===== config.mk =====
export PLATFORM = sky130hd
export DESIGN_NAME = content_line_unfolder_core_flat
export DESIGN_NICKNAME = d
export VERILOG_FILES = /design/src/hdl/clu_pkg.sv /design/src/hdl/clu_if.sv /design/src/hdl/content_line_unfolder_core.sv /design/src/flat_wrapper.sv
export SDC_FILE = /design/constraint.sdc
export NUM_CORES = 1
export LEC_CHECK = 0
export ABC_AREA = 0
export BUFFER_PORTS_ARGS = -buffer_cell sky130_fd_sc_hd__buf_2
export CAP_MARGIN = 5
export CORE_MARGIN = 5
export CORE_UTILIZATION = 40
export DETAILED_ROUTE_END_ITERATION = 6
export SLEW_MARGIN = 20
export SYNTH_ARGS = -nofsm -noshare
export SYNTH_HDL_FRONTEND = slang
export SYNTH_SLANG_ARGS = --single-unit

===== constraint.sdc =====
create_clock -name clk -period 4 [get_ports clk]
set_input_delay 0.8 -clock clk [delete_from_list [all_inputs] [get_ports clk]]
set_output_delay 0.8 -clock clk [all_outputs]
set_load 0.1 [all_outputs]

===== src/hdl/clu_pkg.sv =====
`timescale 1ns / 1ps
`default_nettype none
// ----------------------------------------------------------------------------
// clu_pkg
// Shared types and character codes of the content line unfolder.
// ----------------------------------------------------------------------------
package clu_pkg;

  localparam logic [7:0] CHAR_LF  = 8'h0A;
  localparam logic [7:0] CHAR_CR  = 8'h0D;
  localparam logic [7:0] CHAR_SP  = 8'h20;
  localparam logic [7:0] CHAR_TAB = 8'h09;

  localparam logic MODE_BYTE = 1'b0;
  localparam logic MODE_END  = 1'b1;

  localparam logic KIND_DATA = 1'b0;
  localparam logic KIND_EOL  = 1'b1;

  typedef struct packed {
    logic       kind;
    logic [7:0] line_byte;
    logic       last;
  } result_t;

  function automatic result_t make_data(input logic [7:0] b);
    result_t r;
    r.kind      = KIND_DATA;
    r.line_byte = b;
    r.last      = 1'b0;
    return r;
  endfunction

  function automatic result_t make_eol();
    result_t r;
    r.kind      = KIND_EOL;
    r.line_byte = 8'h00;
    r.last      = 1'b0;
    return r;
  endfunction

endpackage
`default_nettype wire


===== src/hdl/clu_if.sv =====
`timescale 1ns / 1ps
`default_nettype none
// ----------------------------------------------------------------------------
// clu_if
// Valid/ready channels of the content line unfolder: raw text in, lines out.
// ----------------------------------------------------------------------------
interface clu_in_if;
  logic       valid;
  logic       ready;
  logic       mode;
  logic [7:0] text_byte;

  modport source (output valid, output mode, output text_byte, input ready);
  modport sink   (input valid, input mode, input text_byte, output ready);
endinterface

interface clu_out_if;
  logic       valid;
  logic       ready;
  logic       kind;
  logic [7:0] line_byte;
  logic       last;

  modport source (output valid, output kind, output line_byte, output last,
                  input ready);
  modport sink   (input valid, input kind, input line_byte, input last,
                  output ready);
endinterface
`default_nettype wire


===== src/hdl/content_line_unfolder_core.sv =====
`timescale 1ns / 1ps
`default_nettype none
// ----------------------------------------------------------------------------
// content_line_unfolder_core
// Unfolds folded content lines from a byte stream into logical lines.
// ----------------------------------------------------------------------------
//   channel    dir  payload                        transaction
//   text_in    in   mode, text_byte                valid & ready
//   line_out   out  kind, line_byte, last          valid & ready
//
// One input transaction per cycle while text_in.ready is high; its results
// land in the output register in the next cycle. A transaction with two
// results fills a second slot, and text_in holds ready low until that slot
// moves to the output. Synchronous reset returns the line state to the
// start of a text and empties both result slots. A stall on line_out stalls
// text_in once the output register is full and not taken.
// ----------------------------------------------------------------------------
module content_line_unfolder_core (
  input  wire logic clk,
  input  wire logic rst,
  clu_in_if.sink    text_in,
  clu_out_if.source line_out
);
  import clu_pkg::*;

  logic have_line, at_raw_start, cr_pending;
  logic have_line_next, at_raw_start_next, cr_pending_next;

  result_t slot_a, slot_b;
  logic    a_valid, b_valid;

  logic       in_fire, a_take;
  logic [1:0] n_res;
  result_t    r0, r1;
  logic [7:0] b;

  assign a_take        = a_valid && line_out.ready;
  assign text_in.ready = !b_valid && (!a_valid || line_out.ready);
  assign in_fire       = text_in.valid && text_in.ready;
  assign b             = text_in.text_byte;

  assign line_out.valid     = a_valid;
  assign line_out.kind      = slot_a.kind;
  assign line_out.line_byte = slot_a.line_byte;
  assign line_out.last      = slot_a.last;

  always_comb begin
    have_line_next    = have_line;
    at_raw_start_next = at_raw_start;
    cr_pending_next   = cr_pending;
    n_res             = 2'd0;
    r0                = make_eol();
    r1                = make_eol();
    if (text_in.mode == MODE_END) begin
      n_res             = (at_raw_start && have_line) ? 2'd2 : 2'd1;
      have_line_next    = 1'b0;
      at_raw_start_next = 1'b1;
      cr_pending_next   = 1'b0;
    end else if (at_raw_start) begin
      if ((b == CHAR_SP || b == CHAR_TAB) && have_line) begin
        at_raw_start_next = 1'b0;
      end else begin
        have_line_next = 1'b1;
        r0 = have_line ? make_eol() : make_data(b);
        r1 = make_data(b);
        if (b == CHAR_LF) begin
          n_res = {1'b0, have_line};
        end else if (b == CHAR_CR) begin
          n_res             = {1'b0, have_line};
          cr_pending_next   = 1'b1;
          at_raw_start_next = 1'b0;
        end else begin
          n_res             = have_line ? 2'd2 : 2'd1;
          at_raw_start_next = 1'b0;
        end
      end
    end else if (cr_pending) begin
      r0 = make_data(CHAR_CR);
      r1 = make_data(b);
      if (b == CHAR_LF) begin
        cr_pending_next   = 1'b0;
        at_raw_start_next = 1'b1;
      end else if (b == CHAR_CR) begin
        n_res = 2'd1;
      end else begin
        n_res           = 2'd2;
        cr_pending_next = 1'b0;
      end
    end else begin
      r0 = make_data(b);
      if (b == CHAR_CR) begin
        cr_pending_next = 1'b1;
      end else if (b == CHAR_LF) begin
        at_raw_start_next = 1'b1;
      end else begin
        n_res = 2'd1;
      end
    end
    r0.last = (n_res == 2'd1);
    r1.last = 1'b1;
  end

  always_ff @(posedge clk) begin
    if (rst) begin
      have_line    <= 1'b0;
      at_raw_start <= 1'b1;
      cr_pending   <= 1'b0;
    end else if (in_fire) begin
      have_line    <= have_line_next;
      at_raw_start <= at_raw_start_next;
      cr_pending   <= cr_pending_next;
    end
  end

  always_ff @(posedge clk) begin
    if (rst) begin
      a_valid <= 1'b0;
      b_valid <= 1'b0;
    end else if (b_valid) begin
      if (a_take) begin
        slot_a  <= slot_b;
        b_valid <= 1'b0;
      end
    end else if (in_fire) begin
      a_valid <= (n_res != 2'd0);
      b_valid <= (n_res == 2'd2);
      slot_a  <= r0;
      slot_b  <= r1;
    end else if (a_take) begin
      a_valid <= 1'b0;
    end
  end

endmodule
`default_nettype wire

===== src/flat_wrapper.sv =====
// flat-port wrapper written by rule: the top's interface ports become plain ports
module content_line_unfolder_core_flat import clu_pkg::*;
  (clk, rst, text_in_valid, text_in_mode, text_in_text_byte, text_in_ready, line_out_valid, line_out_kind, line_out_line_byte, line_out_last, line_out_ready);
  clu_in_if text_in_i ();
  clu_out_if line_out_i ();
  input  wire logic clk;
  input  wire logic rst;
  input wire logic [$bits(text_in_i.valid)-1:0] text_in_valid;
  input wire logic [$bits(text_in_i.mode)-1:0] text_in_mode;
  input wire logic [$bits(text_in_i.text_byte)-1:0] text_in_text_byte;
  output wire logic [$bits(text_in_i.ready)-1:0] text_in_ready;
  output wire logic [$bits(line_out_i.valid)-1:0] line_out_valid;
  output wire logic [$bits(line_out_i.kind)-1:0] line_out_kind;
  output wire logic [$bits(line_out_i.line_byte)-1:0] line_out_line_byte;
  output wire logic [$bits(line_out_i.last)-1:0] line_out_last;
  input wire logic [$bits(line_out_i.ready)-1:0] line_out_ready;
  assign text_in_i.valid = text_in_valid;
  assign text_in_i.mode = text_in_mode;
  assign text_in_i.text_byte = text_in_text_byte;
  assign text_in_ready = text_in_i.ready;
  assign line_out_valid = line_out_i.valid;
  assign line_out_kind = line_out_i.kind;
  assign line_out_line_byte = line_out_i.line_byte;
  assign line_out_last = line_out_i.last;
  assign line_out_i.ready = line_out_ready;
  content_line_unfolder_core u_core (.clk(clk), .rst(rst), .text_in(text_in_i), .line_out(line_out_i));
endmodule

Yosys cells after proc, flatten, opt, wreduce, memory -nomap -nowiden
Cells that the tools add are included.

Reductions and logical operators: 18. Equality and inequality tests: 11. Bitwise logic cells: 2. Mux-type cells: 45.

Operators with widths (count): $mux W10 (10); $eq A8 B4 Y1 const B (3); $mux W1 (23); $mux W2 (11); $mux W9 (1); $ne A3 B3 Y1 const B (3); $reduce_and A3 Y1 (3); $eq A8 B6 Y1 const B (1); $reduce_bool A2 Y1 (4); $logic_and A1 B1 Y1 (5); $ne A2 B2 Y1 const B (2); $reduce_and A4 Y1 (1); $eq A2 B1 Y1 const B (1); $eq A2 B2 Y1 const B (1); $logic_not A1 Y1 (2); $logic_or A1 B1 Y1 (2); $not A1 Y1 (2); $reduce_and A2 Y1 (1).

Word-level logic and storage cells: 86. Bits of input ports: 13. Flip-flop bits (word level): 24.

Depth between registers and ports, before layout
Gate-level depths: netlist (run 1).

Depth in word-level cells: 9. Depth in mapped cells: 7. Depth with buffers taken out: 7.

Worst setup path after synthesis (run 1)
Ideal clock, no wire load.

Path kind: input to register. From: input port line_out_ready. To: register u_core.slot_a (netlist bit u_core.line_out.kind), enable pin. Cell stages on the path: 5. Path buffers: 0. Slack: -0.007 ns. Data required time: 3.610 ns. Data arrival time: 3.617 ns. Path through: inv_1 -> a21oi_1 -> and2_1 -> nor2_1 -> nor3_1.

Longest elaborated chain between the ends: 5. Elaborated cells on any way between the ends: 7.

Ends and longest elaborated chain: from (decl) (RTL line flat_wrapper.sv:16) `input wire logic [$bits(line_out_i.ready)-1:0] line_out_ready;`; $logic_or A1 B1 Y1 (RTL line content_line_unfolder_core.sv:38) `assign text_in.ready = !b_valid && (!a_valid || line_out.ready);`; $logic_and A1 B1 Y1 (RTL line content_line_unfolder_core.sv:38); net text_in_ready (RTL line flat_wrapper.sv:11) `output wire logic [$bits(text_in_i.ready)-1:0] text_in_ready;`; $logic_and A1 B1 Y1 (RTL line content_line_unfolder_core.sv:39) `assign in_fire = text_in.valid && text_in.ready;`; $reduce_bool A2 Y1 (no source line); $reduce_and A3 Y1 (no source line); to (signal assigned) (RTL line content_line_unfolder_core.sv:121) `slot_a <= slot_b;`; to (signal assigned) (RTL line content_line_unfolder_core.sv:127) `slot_a <= r0;`; to (decl) (RTL line content_line_unfolder_core.sv:29) `result_t slot_a, slot_b;`.

The timed path passes the listed nets, and every way through them passes these cells. A chain may end at the register's enable or synchronous reset.

Worst setup path in the final report (run 1)
From: input port line_out_ready. To: output port text_in_ready.

Longest elaborated chain between the ends: 2.

Ends and longest elaborated chain (RTL line): $logic_or A1 B1 Y1 (content_line_unfolder_core.sv:38); $logic_and A1 B1 Y1 (content_line_unfolder_core.sv:38); to (decl) (flat_wrapper.sv:11).

Every way passes these cells.

==> results of run 1 <==
cells by family (layout without fill, tap and decap cells):
family          after synthesis  count (layout)  synth area share, %
fa+ha+maj                     1               1                 1.00
compound gates               32              32                 20.2
buf+inv                      10              35                 4.12
flops                        24              24                 53.9
simple gates                 43              43                 20.8
cell type report:
| class | count | share of cell area [%] |
|---|---|---|
| Inverter | 6 | 1.55 |
| Timing Repair Buffer | 25 | 8.77 |
| Multi-Input combinational cell | 76 | 36.2 |
| Clock inverter | 1 | 2.06 |
| Tap cell | 44 | 3.78 |
| Sequential cell | 24 | 46.1 |
| Clock buffer | 3 | 1.55 |
worst min-delay path by stage:
stage                                                         to  slack [ns]
final                             u_core.cr_pending$_SDFFE_PP0P_        0.53
after global routing      u_core.line_out.line_byte[0]$_DFFE_PP_        0.55
after CTS                         u_core.cr_pending$_SDFFE_PP0P_        0.52
after detailed placement  u_core.line_out.line_byte[3]$_DFFE_PP_        0.50
after global placement    u_core.line_out.line_byte[3]$_DFFE_PP_        0.50
after floorplan                   u_core.cr_pending$_SDFFE_PP0P_        0.47
cell usage in the layout (no fill, tap or decap), drive strengths merged, types with 2 or more instances in the layout:
cell / instances
o2111ai: 2
and3b: 2
dfxtp: 5
nor2b: 4
a211oi: 3
nor3b: 2
o21ai: 5
or3: 3
nand2: 9
clkbuf: 3
buf: 25
nor3: 4
nand3: 2
inv: 6
a22o: 5
edfxtp: 19
nor2: 5
and2: 8
a21oi: 5
worst register-to-register path, delay by kind of cell (launching register included):
family / cells / cell delay (ns)
AOI/OAI and AO/OA: 1 / 0.28
DFF: 1 / 0.50
and+or+nand+nor: 2 / 0.79
Yosys cell counts, types with 2 or more instances:
cell	count	area (um2)
o2111ai_1	2	17.5
or3_1	2	12.5
nand3_1	2	10.0
clkbuf_1	2	7.51
nand2_1	9	33.8
inv_1	6	22.5
a21oi_1	5	25.0
nor2_1	5	18.8
and2_1	7	43.8
nor3b_1	2	15.0
a22o_1	4	35.0
nor2b_1	4	25.0
dfxtp_1	5	100
edfxtp_1	19	571
a211oi_1	3	22.5
nor3_1	4	20.0
and3b_1	2	17.5
o21ai_0	5	25.0
through the flow:
| stage | setup slack (ns) | util (%) | cell area, um2 | hold slack (ns) | cells |
|---|---|---|---|---|---|
| after floorplan | 0.682 | - | 1250 | 0.467 | 110 |
| after global placement | 1.32 | 46.3 | 1400 | 0.497 | 175 |
| after detailed placement | 1.31 | 46.3 | 1400 | 0.502 | 175 |
| after CTS | 1.57 | 48.1 | 1460 | 0.523 | 179 |
| after global routing | 1.46 | 48.1 | 1460 | 0.552 | 179 |
| final | 1.58 | 48.1 | 1460 | 0.526 | 179 |
power breakdown:
part           leakage, nW  internal [mW]  total (mW)  switching (mW)
clock               0.0279          0.101       0.178          0.0767
sequential           0.222          0.288       0.297         0.00904
combinational        0.320         0.0345       0.138           0.103
routing by layer:
layer / up-vias / part of all wire [%] / wire length (um) / GRT usage, %
li1: 469 / - / - / -
met3: 6 / 4.9 / 128 / 3.74
met4: 0 / 1.7 / 45 / 4.66
met1: 441 / 43 / 1130 / 14.3
met2: 22 / 50 / 1320 / 22.9
met5: - / 0 / 0 / 0
==> impl_metrics.xml, run 1 <==
<?xml version="1.0" encoding="UTF-8"?>
<metrics>
  <group name="clock_tree">
    <metric name="tritoncts" unit="">built</metric>
    <metric name="cts-root-to-sink-buffers" unit="">2</metric>
    <metric name="insertion_delay" unit="ns">0.32</metric>
    <metric name="post-cts-setup-buffers" unit="">0</metric>
    <metric name="ctsHtreeMaxLevel" unit="">1</metric>
    <metric name="clkTransAtPathRegs" unit="ns">0.13</metric>
    <metric name="clockRootBuffer" unit="">clkbuf_4</metric>
    <metric name="cts-hold-fix-buffers" unit="">0</metric>
    <metric name="numCtsBuffers" unit="">3</metric>
    <metric name="cts.repair.resized" unit="">0</metric>
    <metric name="clkSinkCount" unit="">24</metric>
  </group>
  <group name="placement">
    <metric name="hpwlAfterDp" unit="um">1920</metric>
    <metric name="placement.io_buffers" unit="">24</metric>
    <metric name="finalWeightedCongestion" unit="">0.809</metric>
  </group>
  <group name="timing">
    <metric name="timing_max_transition_violations_final" unit="">0</metric>
    <metric name="period_needed" unit="ns">2.42</metric>
    <metric name="final-hold-violation-count" unit="">0</metric>
    <metric name="achievable-frequency" unit="MHz">414</metric>
    <metric name="max_slew_margin" unit="%">42.3</metric>
    <metric name="finalClockSkew" unit="ns">0.00732</metric>
    <metric name="timing_worst_slew_pin_value" unit="ns">0.863</metric>
    <metric name="post-route-period-util" unit="%">60.4</metric>
    <metric name="timing.setup.tns" unit="ns">0</metric>
    <metric name="setup_violations" unit="">0</metric>
    <metric name="grt_setup_unrepaired" unit="">no</metric>
  </group>
  <group name="min_path">
    <metric name="hold_path.class" unit="">reg2reg</metric>
    <metric name="hold_start" unit="">u_core.cr_pending$_SDFFE_PP0P_</metric>
    <metric name="worstHoldPathCells" unit="">2</metric>
  </group>
  <group name="logic_synthesis">
    <metric name="synth_cell_type_count" unit="">40</metric>
    <metric name="synth.avg_cell_area" unit="um2">11.3</metric>
    <metric name="synth.net_count" unit="">124</metric>
    <metric name="seq_area_frac_synth" unit="%">53.9</metric>
    <metric name="synthCells" unit="">110</metric>
    <metric name="synth-async-reset-ratio" unit="%">0</metric>
    <metric name="number_of_enable_type_register_cells_in_the_synthesized_netlist" unit="">19</metric>
    <metric name="synth-warning-count" unit="">0</metric>
    <metric name="post_synth_instance_area" unit="um2">1240</metric>
    <metric name="synthFlopType" unit="">edfxtp_1</metric>
    <metric name="post_synthesis_register_bit_count" unit="">24</metric>
  </group>
  <group name="outcome">
    <metric name="outcome" unit="">completed</metric>
  </group>
  <group name="grt">
    <metric name="globalRoute.totalOverflow" unit="">0</metric>
    <metric name="grt_start_max_net_pins" unit="">15</metric>
    <metric name="grt_pass1_wl" unit="um">4190</metric>
    <metric name="grtUsageTotal" unit="%">12.8</metric>
    <metric name="first_global_vias" unit="">919</metric>
    <metric name="number_of_antenna_violations_at_the_first_check_in_global_routing" unit="">0</metric>
  </group>
  <group name="power">
    <metric name="power.total" unit="mW">0.613</metric>
    <metric name="ir_worst_vdd" unit="mV">0.199</metric>
    <metric name="p_leak" unit="nW">0.569</metric>
    <metric name="power_density_over_the_cells" unit="nW/um2">421</metric>
  </group>
  <group name="detailed_routing">
    <metric name="1st_pass_router_iterations" unit="">4</metric>
    <metric name="drt-total-wl" unit="um">2620</metric>
    <metric name="dr_total_vias" unit="">938</metric>
    <metric name="drc" unit="">0</metric>
    <metric name="wire_per_inst" unit="um">14.7</metric>
    <metric name="via_per_inst" unit="">5.24</metric>
    <metric name="detail_route.iter0.violations" unit="">34</metric>
    <metric name="final_antenna_net_count" unit="">0</metric>
  </group>
  <group name="finish">
    <metric name="largest-register" unit="">u_core.slot_b</metric>
    <metric name="layout-drive-gt1-share" unit="%">30.4</metric>
    <metric name="antenna-diode-count" unit="">0</metric>
    <metric name="area_occupied_by_registers" unit="um2">671</metric>
    <metric name="multi_input_comb_area" unit="um2">527</metric>
    <metric name="largest_reg_flops" unit="">9</metric>
    <metric name="areaGrowthSynthToFinish" unit="%">16.9</metric>
    <metric name="n_fill_cell" unit="">284</metric>
    <metric name="nNetsFinal" unit="">150</metric>
  </group>
  <group name="setup_path">
    <metric name="worstSetupEndpoint" unit="">text_in_ready</metric>
    <metric name="timing_worst_setup_path_type" unit="">in2out</metric>
    <metric name="worst_path_most_repeated_cell" unit="">buf_2</metric>
    <metric name="worst_setup_path_startpoint" unit="">line_out_ready</metric>
    <metric name="worstReg2RegStart" unit="">u_core.b_valid$_SDFF_PP0_</metric>
    <metric name="cpPeakStageDelay" unit="ns">0.47</metric>
    <metric name="setup.worst_path.end_class" unit="">output pin</metric>
    <metric name="reg2reg_depth" unit="">3</metric>
    <metric name="critical_path_cell_count" unit="">4</metric>
    <metric name="start_kind" unit="">input port</metric>
    <metric name="timing.rr.end" unit="">u_core.slot_b[5]$_SDFFCE_PP0P_</metric>
    <metric name="setup_slack_of_the_most_critical_reg_to_reg_path" unit="ns">2.08</metric>
    <metric name="path_cells" unit="">buf_2, inv_1, a21oi_2, buf_2</metric>
    <metric name="cp_bufs_invs" unit="">3</metric>
    <metric name="slowest_stage" unit="">buf_2</metric>
    <metric name="critical_path.max_fanout" unit="">5</metric>
    <metric name="worst-endpoint-required" unit="ns">3.20</metric>
    <metric name="cpLargestDelayFamily" unit="">buffers and inverters</metric>
    <metric name="worst_ep_arrival_time" unit="ns">1.62</metric>
  </group>
  <group name="floorplanning">
    <metric name="die_height" unit="um">65.8</metric>
    <metric name="fp.dieArea" unit="um2">4330</metric>
    <metric name="die_x" unit="um">65.8</metric>
    <metric name="placeableCoreArea" unit="um2">3030</metric>
    <metric name="initial_util" unit="%">41.1</metric>
    <metric name="placementRows" unit="">20</metric>
    <metric name="floorplan.io_pins" unit="">25</metric>
  </group>
  <group name="job">
    <metric name="max_cap_violations" unit="">0</metric>
  </group>
</metrics>
(Power assumes the default switching activity.)
==> inputs of run 2 (changes only) <==
Clock period 4 ns to 1.95 ns, I/O delays scaled along.
==> impl_metrics.xml, run 2 (synthesis gave the netlist of run 1 again) <==
<?xml version="1.0" encoding="UTF-8"?>
<metrics>
  <group name="outcome">
    <metric name="outcome" unit="">completed</metric>
  </group>
  <group name="setup_path">
    <metric name="worstReg2RegStart" unit="">u_core.have_line$_SDFFE_PP0P_</metric>
    <metric name="slowest_stage" unit="">ha_1</metric>
    <metric name="setup.worst_path.end_class" unit="">flop</metric>
    <metric name="critical_path.max_fanout" unit="">2</metric>
    <metric name="timing_worst_setup_path_type" unit="">in2reg</metric>
    <metric name="cp_bufs_invs" unit="">1</metric>
    <metric name="path_cells" unit="">buf_2, and4bb_2, nand3_1, ha_1, o31a_2, o211a_1, o32ai_2, o21bai_1</metric>
    <metric name="worst_setup_path_startpoint" unit="">text_in_text_byte[5]</metric>
    <metric name="cpLargestDelayFamily" unit="">compound AO/OA/AOI/OAI gates</metric>
    <metric name="reg2reg_depth" unit="">5</metric>
    <metric name="start_kind" unit="">input port</metric>
    <metric name="timing.rr.end" unit="">u_core.line_out.last$_SDFFCE_PP1P_</metric>
    <metric name="critical_path_cell_count" unit="">8</metric>
    <metric name="cpPeakStageDelay" unit="ns">0.31</metric>
    <metric name="worstSetupEndpoint" unit="">u_core.line_out.last$_SDFFCE_PP1P_</metric>
    <metric name="setup_slack_of_the_most_critical_reg_to_reg_path" unit="ns">0.36</metric>
    <metric name="worst_ep_arrival_time" unit="ns">1.80</metric>
    <metric name="worst-endpoint-required" unit="ns">2.01</metric>
  </group>
  <group name="placement">
    <metric name="hpwlAfterDp" unit="um">2070</metric>
    <metric name="finalWeightedCongestion" unit="">0.739</metric>
    <metric name="placement.cell_area" unit="um2">1540</metric>
    <metric name="placement.io_buffers" unit="">24</metric>
  </group>
  <group name="timing">
    <metric name="post-route-period-util" unit="%">89.2</metric>
    <metric name="final-hold-violation-count" unit="">0</metric>
    <metric name="hold_ws" unit="ns">0.362</metric>
    <metric name="timing_worst_slew_pin_value" unit="ns">0.469</metric>
    <metric name="timing_max_transition_violations_final" unit="">0</metric>
    <metric name="period_needed" unit="ns">1.74</metric>
    <metric name="max_slew_margin" unit="%">68.5</metric>
    <metric name="achievable-frequency" unit="MHz">575</metric>
    <metric name="setup_violations" unit="">0</metric>
    <metric name="timing.setup.tns" unit="ns">0</metric>
    <metric name="grt_setup_unrepaired" unit="">no</metric>
    <metric name="finalClockSkew" unit="ns">0.00151</metric>
  </group>
  <group name="power">
    <metric name="power_density_over_the_cells" unit="nW/um2">749</metric>
    <metric name="seqPwrFrac" unit="%">51.5</metric>
    <metric name="power.share.clock" unit="%">21.8</metric>
    <metric name="p_leak" unit="nW">0.634</metric>
    <metric name="power.total" unit="mW">1.18</metric>
    <metric name="total_switching_power" unit="mW">0.384</metric>
    <metric name="power_switching_share" unit="%">32.5</metric>
    <metric name="internal-power" unit="mW">0.798</metric>
    <metric name="part_of_the_power_in_combinational_logic" unit="%">26.7</metric>
    <metric name="ir_worst_vdd" unit="mV">0.250</metric>
  </group>
  <group name="clock_tree">
    <metric name="cts-root-to-sink-buffers" unit="">2</metric>
    <metric name="numCtsBuffers" unit="">3</metric>
    <metric name="post-cts-setup-buffers" unit="">0</metric>
    <metric name="insertion_delay" unit="ns">0.30</metric>
    <metric name="tritoncts" unit="">built</metric>
    <metric name="clockRootBuffer" unit="">clkbuf_4</metric>
    <metric name="ctsHtreeMaxLevel" unit="">1</metric>
    <metric name="cts-hold-fix-buffers" unit="">0</metric>
    <metric name="clkSinkCount" unit="">24</metric>
    <metric name="cts.repair.resized" unit="">0</metric>
    <metric name="clkTransAtPathRegs" unit="ns">0.13</metric>
  </group>
  <group name="grt">
    <metric name="number_of_antenna_violations_at_the_first_check_in_global_routing" unit="">0</metric>
    <metric name="globalRoute.totalOverflow" unit="">0</metric>
    <metric name="first_global_vias" unit="">1005</metric>
    <metric name="grt_start_max_net_pins" unit="">14</metric>
    <metric name="grt_pass1_wl" unit="um">4660</metric>
    <metric name="grtUsageTotal" unit="%">13.8</metric>
  </group>
  <group name="finish">
    <metric name="finish.instance_area" unit="um2">1580</metric>
    <metric name="layout.core_utilization" unit="%">52.1</metric>
    <metric name="n_fill_cell" unit="">277</metric>
    <metric name="layout_commonest_cell" unit="">buf_2</metric>
    <metric name="largest-register" unit="">u_core.slot_b</metric>
    <metric name="nNetsFinal" unit="">163</metric>
    <metric name="final_cell_mix" unit="">buf_2 (24), edfxtp_1 (19), buf_4 (14), nand2_1 (9)</metric>
    <metric name="antenna-diode-count" unit="">0</metric>
    <metric name="areaGrowthSynthToFinish" unit="%">26.6</metric>
    <metric name="largest_reg_flops" unit="">9</metric>
    <metric name="layout-drive-gt1-share" unit="%">40.5</metric>
  </group>
  <group name="detailed_routing">
    <metric name="via_per_inst" unit="">5.14</metric>
    <metric name="final_antenna_net_count" unit="">0</metric>
    <metric name="detail_route.iter0.violations" unit="">19</metric>
    <metric name="1st_pass_router_iterations" unit="">4</metric>
    <metric name="drc" unit="">0</metric>
    <metric name="dr_total_vias" unit="">986</metric>
    <metric name="drt-total-wl" unit="um">2660</metric>
    <metric name="wire_per_inst" unit="um">13.9</metric>
  </group>
  <group name="job">
    <metric name="max_cap_violations" unit="">0</metric>
  </group>
  <group name="floorplanning">
    <metric name="placementRows" unit="">20</metric>
    <metric name="placeableCoreArea" unit="um2">3030</metric>
    <metric name="die_x" unit="um">65.8</metric>
    <metric name="die_height" unit="um">65.8</metric>
    <metric name="fp.dieArea" unit="um2">4330</metric>
    <metric name="initial_util" unit="%">41.1</metric>
    <metric name="floorplan.io_pins" unit="">25</metric>
  </group>
  <group name="min_path">
    <metric name="hold_path.class" unit="">in2reg</metric>
  </group>
</metrics>
run 2: power groups by stage:
| stage | clock network (mW) | registers, mW | logic (mW) |
|---|---|---|---|
| global route | 0.291 | 0.611 | 0.339 |
| floorplan | 0 | 0.731 | 0.123 |
| finish | 0.258 | 0.608 | 0.316 |
| global placement | 0 | 0.619 | 0.314 |
| CTS | 0.268 | 0.608 | 0.319 |
| detailed placement | 0 | 0.620 | 0.318 |
run 2: layout make-up:
class	count	area [um2]	area share, %
Sequential cell	24	674	42.8
Clock buffer	4	36.3	2.30
Tap cell	44	55.1	3.49
Inverter	6	22.5	1.43
Multi-Input combinational cell	76	563	35.7
Timing Repair Buffer	38	225	14.3
run 2: stage by stage:
step           worst slack (ns)  cells
2_1_floorplan            -0.206    110
6_report                  0.210    192
3_5_place_dp             -0.123    188
3_3_place_gp            -0.0942    188
4_1_cts                   0.208    192
5_1_grt                   0.139    192
run 2: worst min-delay path by stage:
stage                                   startpoint                                     end  cells past startpoint
floorplan                                      rst      u_core.line_out.valid$_SDFFE_PP0P_                      1
CTS                                            rst          u_core.cr_pending$_SDFFE_PP0P_                      2
detailed placement  u_core.slot_b[3]$_SDFFCE_PP0P_  u_core.line_out.line_byte[2]$_DFFE_PP_                      2
finish                                         rst          u_core.cr_pending$_SDFFE_PP0P_                      2
global route                                   rst          u_core.cr_pending$_SDFFE_PP0P_                      2
global placement    u_core.slot_b[1]$_SDFFCE_PP0P_  u_core.line_out.line_byte[0]$_DFFE_PP_                      2
run 2: per-layer routing:
metal  vias to the layer above  wire length [um]  global-route usage (%)  part of all wire [%]
met5                         -                 0                       0                     0
met4                         0                59                    4.66                   2.2
met3                         4                48                    1.53                   1.8
met2                        11              1390                    24.8                    52
met1                       477              1160                    17.1                    44
li1                        494                 -                       -                     -
